===== src/design/normal_cdf_approx_top_defines.svh =====
// assertion macros used by the normal cdf top level
`ifndef NORMAL_CDF_APPROX_TOP_DEFINES_SVH
`define NORMAL_CDF_APPROX_TOP_DEFINES_SVH

// same-cycle implication, sampled on clk_i, off while rst_ni is low
`define NCDF_ASSERT_IMP(lbl, ante, cons, msg) \
  lbl: assert property (@(posedge clk_i) disable iff (!rst_ni) (ante) |-> (cons)) \
    else $error(msg);

// next-cycle implication, sampled on clk_i, off while rst_ni is low
`define NCDF_ASSERT_NXT(lbl, ante, cons, msg) \
  lbl: assert property (@(posedge clk_i) disable iff (!rst_ni) (ante) |=> (cons)) \
    else $error(msg);

`endif


===== src/design/ncdf_pkg.sv =====
// types, formats and polynomial coefficients for the normal cdf pipeline
package ncdf_pkg;

  // fixed point constants: Q_ONE in Q.30, P_ONE and P_HALF in q1.16, limits and MAG_TWO on the q3.12 z scale
  localparam logic [30:0] Q_ONE    = 31'h4000_0000;
  localparam logic [16:0] P_ONE    = 17'h1_0000;
  localparam logic [16:0] P_HALF   = 17'h0_8000;
  localparam logic [15:0] LIM_SMALL = 16'd8192;
  localparam logic [15:0] LIM_SAT   = 16'd24576;
  localparam logic [16:0] MAG_TWO   = 17'd16384;

  // decimal coefficient scaled by 1e-12 to Q.30: n * 2^18 / 5^12, rounded
  localparam logic [63:0] Q_MUL = 64'd262144;
  localparam logic [63:0] Q_RND = 64'd122070312;
  localparam logic [63:0] Q_DEN = 64'd244140625;

  // pipeline shape
  localparam int NUM_SMALL   = 9;
  localparam int NUM_LARGE   = 15;
  localparam int NUM_STEPS   = NUM_LARGE - 1;
  localparam int SMALL_FIRST = NUM_STEPS - NUM_SMALL + 1;
  localparam int STEP_STAGES = 4;
  localparam int LATENCY     = 3 + STEP_STAGES * (NUM_STEPS + 1);

  // operand choice of one multiply-add step for items on the small branch
  typedef enum logic [1:0] {
    OP_SQR,
    OP_PASS,
    OP_W,
    OP_Y
  } op_e;

  // per-item data carried down the pipeline
  typedef struct packed {
    logic               is_small;
    logic               pos;
    logic               sat;
    logic [29:0]        ymag;
    logic [30:0]        w;
    logic [30:0]        vmag;
    logic               vneg;
    logic signed [31:0] acc;
  } pipe_t;

  function automatic logic signed [31:0] qc(input logic [63:0] n, input logic neg);
    logic [63:0] m;
    m = (n * Q_MUL + Q_RND) / Q_DEN;
    return neg ? -$signed(m[31:0]) : $signed(m[31:0]);
  endfunction

  // odd polynomial in y squared, highest power first
  localparam logic signed [31:0] POLY_SMALL [NUM_SMALL] = '{
    qc(64'd124818987,    1'b0), qc(64'd1075204047,   1'b1),
    qc(64'd5198775019,   1'b0), qc(64'd19198292004,  1'b1),
    qc(64'd59054035642,  1'b0), qc(64'd151968751364, 1'b1),
    qc(64'd319152932694, 1'b0), qc(64'd531923007300, 1'b1),
    qc(64'd797884560593, 1'b0)
  };

  // polynomial in y minus 2, highest power first
  localparam logic signed [31:0] POLY_LARGE [NUM_LARGE] = '{
    qc(64'd45255659,     1'b1), qc(64'd152529290,    1'b0),
    qc(64'd19538132,     1'b1), qc(64'd676904986,    1'b1),
    qc(64'd1390604284,   1'b0), qc(64'd794620820,    1'b1),
    qc(64'd2034254874,   1'b1), qc(64'd6549791214,   1'b0),
    qc(64'd10557625006,  1'b1), qc(64'd11630447319,  1'b0),
    qc(64'd9279453341,   1'b1), qc(64'd5353579108,   1'b0),
    qc(64'd2141268741,   1'b1), qc(64'd535310849,    1'b0),
    qc(64'd999936657524, 1'b0)
  };

endpackage


===== src/design/ncdf_step.sv =====
// one horner step: rounded q.30 multiply then coefficient add, four stages
module ncdf_step import ncdf_pkg::*; (
  input  logic               clk_i,
  input  logic               rst_ni,
  input  op_e                op_i,
  input  logic signed [31:0] coef_small_i,
  input  logic signed [31:0] coef_large_i,
  input  logic               valid_i,
  input  pipe_t              pipe_i,
  output logic               valid_o,
  output pipe_t              pipe_o
);

  typedef struct packed {
    logic               neg;
    logic               pass;
    logic               to_w;
    logic signed [31:0] coef;
  } ctl_t;

  logic        acc_neg;
  logic [31:0] acc_mag;
  logic [31:0] amag_d, amag_q;
  logic [30:0] bmag_d, bmag_q;
  ctl_t        ctl_d, ctl_a_q, ctl_b_q, ctl_c_q;
  pipe_t       pipe_a_q, pipe_b_q, pipe_c_q, pipe_d, pipe_d_q;
  logic [62:0] prod_d, prod_q;
  logic [63:0] rsum;
  logic [33:0] rnd_d, rnd_q;
  logic [34:0] sum_d;
  logic        vld_a_q, vld_b_q, vld_c_q, vld_d_q;

  // stage a: operand select and sign-magnitude split
  always_comb begin
    acc_neg = pipe_i.acc[31];
    acc_mag = acc_neg ? (~pipe_i.acc + 32'd1) : pipe_i.acc;
    amag_d  = acc_mag;
    bmag_d  = pipe_i.vmag;
    ctl_d   = '0;
    ctl_d.neg  = acc_neg ^ pipe_i.vneg;
    ctl_d.coef = coef_large_i;
    if (op_i == OP_SQR) begin
      amag_d     = {2'b00, pipe_i.ymag};
      bmag_d     = {1'b0, pipe_i.ymag};
      ctl_d.neg  = 1'b0;
      ctl_d.coef = '0;
      ctl_d.to_w = 1'b1;
    end else if (pipe_i.is_small) begin
      ctl_d.neg  = acc_neg;
      ctl_d.coef = coef_small_i;
      unique case (op_i)
        OP_W:    bmag_d = pipe_i.w;
        OP_Y:    bmag_d = {1'b0, pipe_i.ymag};
        default: ctl_d.pass = 1'b1;
      endcase
    end
  end

  // stage b: magnitude product
  assign prod_d = 63'(amag_q) * 63'(bmag_q);

  // stage c: round half away from zero on the magnitude
  assign rsum  = {1'b0, prod_q} + 64'h2000_0000;
  assign rnd_d = rsum[63:30];

  // stage d: apply sign and add the coefficient
  always_comb begin
    sum_d = ctl_c_q.neg ? ({{3{ctl_c_q.coef[31]}}, ctl_c_q.coef} - {1'b0, rnd_q})
                        : ({{3{ctl_c_q.coef[31]}}, ctl_c_q.coef} + {1'b0, rnd_q});
    pipe_d = pipe_c_q;
    if (ctl_c_q.to_w) begin
      pipe_d.w = sum_d[30:0];
    end else if (!ctl_c_q.pass) begin
      pipe_d.acc = $signed(sum_d[31:0]);
    end
  end

  // valid bits
  always_ff @(posedge clk_i or negedge rst_ni) begin
    if (!rst_ni) begin
      vld_a_q <= 1'b0;
      vld_b_q <= 1'b0;
      vld_c_q <= 1'b0;
      vld_d_q <= 1'b0;
    end else begin
      vld_a_q <= valid_i;
      vld_b_q <= vld_a_q;
      vld_c_q <= vld_b_q;
      vld_d_q <= vld_c_q;
    end
  end

  // data registers
  always_ff @(posedge clk_i) begin
    pipe_a_q <= pipe_i;
    ctl_a_q  <= ctl_d;
    amag_q   <= amag_d;
    bmag_q   <= bmag_d;
    pipe_b_q <= pipe_a_q;
    ctl_b_q  <= ctl_a_q;
    prod_q   <= prod_d;
    pipe_c_q <= pipe_b_q;
    ctl_c_q  <= ctl_b_q;
    rnd_q    <= rnd_d;
    pipe_d_q <= pipe_d;
  end

  assign valid_o = vld_d_q;
  assign pipe_o  = pipe_d_q;

endmodule


===== config.mk =====
export PLATFORM = sky130hd
export DESIGN_NAME = ncdf_step
export DESIGN_NICKNAME = d
export VERILOG_FILES = /design/src/design/normal_cdf_approx_top_defines.svh /design/src/design/ncdf_pkg.sv /design/src/design/ncdf_step.sv
export SDC_FILE = /design/constraint.sdc
export NUM_CORES = 2
export LEC_CHECK = 0
export BUFFER_PORTS_ARGS = -buffer_cell sky130_fd_sc_hd__buf_2
export CAP_MARGIN = 10
export CORE_UTILIZATION = 50
export DETAILED_ROUTE_END_ITERATION = 6
export PLACE_DENSITY = 0.68
export SLEW_MARGIN = 40
export SYNTH_ARGS = -nofsm -noshare
export SYNTH_HDL_FRONTEND = slang
export SYNTH_SLANG_ARGS = --single-unit

===== constraint.sdc =====
create_clock -name clk_i -period 9.1 [get_ports clk_i]
set_clock_uncertainty 0.05 [all_clocks]
set_input_delay 0 -clock clk_i [delete_from_list [all_inputs] [get_ports clk_i]]
set_output_delay 0 -clock clk_i [all_outputs]
set_load 0.05 [all_outputs]

# == Word level (Yosys, flattened, before mapping) ==
# Index checks and enable logic that the tools add are counted.
# totals
inputBits,197
n_memories,0
out_inout_bits,129
latchBits,0
ff_bits,778
ram_bits,0
mem_bits_ro,0
# op_classes
n_div,0
mux,13
shift,0
n_eq_ne,2
n_lt_le_gt_ge,0
multipliers,1
reduce_logical,4
add_sub_neg,4
bitwise,4
# op_table
op,count
2-to-1 mux 32 bit,4
2-to-1 mux 31 bit,3
"adder 62 x 30 -> 62 bit, second input constant",1
multiplier 32 x 31 -> 62 bit,1
one-hot mux 31 bit (2 select lines),1
2-to-1 mux 30 bit,2
"adder 32 x 1 -> 32 bit, second input constant",1
adder 32 bit,1
inverter 32 bit,1
subtractor 32 bit,1
OR reduction 2 bit,3
"equality test 2 bit, second input constant",2
zero test 2 bit,1
2-to-1 mux 1 bit,2
2-to-1 mux 2 bit,1
inverter 1 bit,2
bitwise XOR 1 bit,1

# == Depth between registers and ports, before layout ==
# depth
ltp_word,4
ltp_mapped,26
ltp_nobuf,25

# == Worst setup path after synthesis ==
# OpenSTA, ideal clock, no wires.
# synth_timing
kind,register to register
startpoint,register bmag_q[7]
endpoint,register prod_q[61]
path_buffers,1
synth_period_minus_slack_ns,7.162
setup_time_ns,0.072
stages_incl_launch_ff,24
arrival_time_ns,7.041
slack_ns,1.938
required_time_ns,8.978
path_cell_list,dfxtp_1 > clkbuf_1 > nand2_1 > fa_1 > fa_1 > fa_1 > fa_1 > inv_1 > fa_1 > fa_1 > fa_1 > inv_1 > fa_1 > inv_1 > ha_1 > a21o_1 > o21bai_1 > a211oi_1 > o221ai_1 > a21oi_2 > o22ai_2 > or4_4 > a31oi_4 > xor2_1
# synth_between
elab_chain_len,1
# synth_lines
element,line,text
from (decl),ncdf_step.sv:24,"logic [30:0] bmag_d, bmag_q;"
from (signal assigned),ncdf_step.sv:98,bmag_q <= bmag_d;
multiplier 32 x 31 -> 62 bit,ncdf_step.sv:60,assign prod_d = 63'(amag_q) * 63'(bmag_q);
via prod_d[61],ncdf_step.sv:27,"logic [62:0] prod_d, prod_q;"
to (signal assigned),ncdf_step.sv:101,prod_q <= prod_d;
to (decl),ncdf_step.sv:27,
# The timed path passes the listed nets, and every way through them passes these cells.
# A chain may end at the register's enable or synchronous reset.

# == Worst setup path in the final report ==
# layout_timing
startpoint,register bmag_q[15]
endpoint,register prod_q[61]
# The elaborated chain is that of the path after synthesis.

==> run_results.csv <==
group,metric,value,unit
setup_path,cp.required,9.60,ns
logic_synthesis,synth-seq-area-share,28.6,%
sta,finalSetupViolCount,0,
floorplan,die_x,326,µm
place,dp_hpwl,112,mm
logic_synthesis,synth_fp_nets,6519,
setup_path,cp_top_family,"adder cells",
route,wirelength,148,mm
sta,setup_ws,0.864,ns
final_layout,fillers,8707,
sta,maxClockFrequency,121,MHz
place,place.gp.congestion,0.968,
clocking,cts_setup_buffers,0,
route,wl_per_cell,20.9,µm
floorplan,fp.dieArea,106000,µm²
setup_path,critPathBufInv,5,
setup_path,cp-start-kind,"register",
place,pre_cts_ws,0.891,ns
setup_path,critPathMaxFanout,20,
clocking,clkLatencyLatePin,0.64,ns
clocking,cts_tree,"built",
floorplan,start_util,50.6,%
logic_synthesis,synthCells,5176,
logic_synthesis,ys_async_sr_fraction,0.534,%
logic_synthesis,yosys-mux-area-fraction,2.51,%
grt,antenna_found_initial,4,
final_layout,drive_gt1_share,10.5,%
logic_synthesis,syn-cell-area,52600,µm²
clocking,cts_made_buffers,71,
grt,grt_first_pass_wirelength,231,mm
logic_synthesis,ys.flop_type,"dfxtp_1",
route,viasPerCell,5.23,
sta,max_slew_margin,41.3,%
logic_synthesis,synthAdderAreaFrac,39.6,%
sta,finalCritPeriodShare,90.5,%
logic_synthesis,synth_top_family_by_area,"adder cells",
route,first_iter_violations,2471,
final_layout,nNetsFinal,6984,
logic_synthesis,synth-xor-area-share,2.55,%
grt,track_usage,28.4,%
route,ant_nets,0,
clocking,clock_path_buffers,3,
run_status,outcome,"complete, no violations",
job,cap_violations,0,
route,vias,37020,
clocking,htree_num_levels,3,
sta,hold_violations,0,
setup_path,path_class,"reg2reg",
grt,grt_pass1_vias,39408,
logic_synthesis,synthSimpleGateAreaFrac,13.9,%
final_layout,area_growth_syn_to_layout,15.2,%
logic_synthesis,ys_seq_elements,749,
sta,period_needed,8.24,ns
final_layout,mostFrequentLayoutCells,"865 x fa_1, 854 x inv_1, 727 x dfxtp_1",
final_layout,layout_commonest_cell,"fa_1",
setup_path,path_cells,"buf_4 -> and2_1 -> fa_1 -> fa_1 -> inv_1 -> fa_1 -> fa_1 -> inv_1 -> fa_1 -> fa_1 -> fa_1 -> inv_1 -> fa_1 -> inv_1 -> ha_1 -> a21oi_1 -> o21bai_1 -> a211oi_1 -> o221ai_1 -> a21oi_2 -> o22ai_2 -> or4_4 -> a31oi_4 -> xor2_1",
clocking,cts.reportedPaths.clkPinSlew,0.07,ns
setup_path,slowest_stage,"dfxtp_1",
clocking,clock-root-buffer,"clkbuf_16",
logic_synthesis,syn_avg_cell_area,10.2,µm²
floorplan,ioPinCount,326,
sta,fin_tns_setup,0,ns
clocking,cts_sinks,749,
route,firstDrtPassIters,5,
logic_synthesis,synth_edf_count,0,
floorplan,die_y,326,µm
hold_path,hp-class,"in2reg",
logic_synthesis,yosysWarnings,0,
grt,grt_max_degree,86,
sta,tightest_slew,0.879,ns
sta,maxSlewViolCount,0,
setup_path,endpoint_kind,"register",
route,remaining_drc_errors,0,
place,numPortBuffers,325,
setup_path,worstPathArrival,8.74,ns
sta,rsz0062_at_grt,"false",
floorplan,core_area,104000,µm²
setup_path,cp_slowest_stage_delay,0.80,ns
logic_synthesis,yosysUniqueCellTypes,74,
floorplan,num_rows,118,
setup_path,cp_common_cell,"fa_1",
logic_synthesis,synth-compound-area-share,4.89,%
grt,grt_overflow,0,
cell type report:
class	instances	area [µm²]	share of cell area, %
antenna	3	7.51	0.0124
clock buffer	93	1980	3.27
clock inverter	35	553	0.913
inverter	854	3210	5.29
multi-input combinational	3318	33400	55.1
sequential	749	15000	24.8
tap	1380	1730	2.85
timing repair buffer	647	4680	7.72
cells in the mapped netlist (17+ instances only):
cell | instances | share of area [%]
mux2_2 | 29 | 0.62
a21oi_1 | 105 | 1.0
clkbuf_1 | 237 | 1.7
dfxtp_1 | 745 | 28
inv_1 | 854 | 6.1
nand3_1 | 34 | 0.32
a21o_1 | 38 | 0.54
nand4_1 | 24 | 0.29
and2_1 | 551 | 6.6
o211ai_1 | 38 | 0.54
and3_1 | 17 | 0.20
xnor2_1 | 99 | 1.6
ha_1 | 281 | 6.7
nand2_1 | 653 | 4.7
nor2_1 | 115 | 0.82
mux2i_1 | 99 | 1.9
xor2_1 | 54 | 0.90
fa_1 | 865 | 33
o21ai_0 | 128 | 1.2
worst paths after layout:
kind                                  to  depth (start not counted)  slack (ns)         from
setup / recovery              prod_q[61]                         24        0.86   bmag_q[15]
hold / removal             pipe_a_q[123]                          2        0.02  pipe_i[123]
setup reg to reg              prod_q[61]                         24        0.86   bmag_q[15]
hold reg to reg              pipe_b_q[3]                          0        0.23  pipe_a_q[3]
max in group asynchronous        vld_c_q                          3        8.60       rst_ni
min in group asynchronous        vld_b_q                          3        0.21       rst_ni
registers in the layout, summed over array words and instances, names as in the netlist, 31 cells and up:
register,count
pipe_a_q,128
pipe_b_q,128
pipe_c_q,128
pipe_o,128
ctl_a_q,35
ctl_b_q,35
ctl_c_q,35
prod_q,33
amag_q,32
rnd_q,32
bmag_q,31
cell families (layout without fill, tap and decap cells):
family	Yosys count	in the layout
AND/OR/NAND/NOR	1480	1480
buffers and inverters	1109	1629
AO/OA/AOI/OAI	411	411
XOR/XNOR	153	153
multiplexers	128	128
flip-flops	749	749
adder cells (fa/ha/maj)	1146	1146
other	0	3
through the flow:
| stage | cell area (µm²) | util, % | hold WS [ns] | cells |
|---|---|---|---|---|
| after global routing | 60600 | 58.3 | 0.00224 | 7077 |
| after CTS | 60600 | 58.3 | 0.000800 | 7074 |
| final | 60600 | 58.3 | 0.0174 | 7079 |
| after floorplan | 52600 | - | -0.346 | 5176 |
| after global placement | 55700 | 53.6 | -0.246 | 6712 |
| after detailed placement | 55700 | 53.6 | -0.240 | 6712 |
repair_timing:
action                                 4_1_cts  5_1_grt
gates resized for setup                      0        0
hold buffers                               234        0
endpoints found under the hold margin      227        0
metal layers:
layer / vias to the layer above / wire length, µm / global-route usage [%]
met5: - / 13 / 0
met1: 18706 / 61200 / 37.2
li1: 16631 / - / -
met3: 258 / 10900 / 5.37
met4: 2 / 5140 / 9.86
met2: 1423 / 70600 / 47.0
worst reg2reg max path, delay by kind of cell (launching register included):
kind	cells	cell delay, ns
compound gates	7	1.54
xor+xnor	1	0.16
fa+ha+maj	9	4.29
buf+inv	5	0.61
flops	1	0.80
simple gates	2	0.75
Power is not shown: default switching activity piles up to over one toggle a cycle in this logic, so the estimate is an artifact.
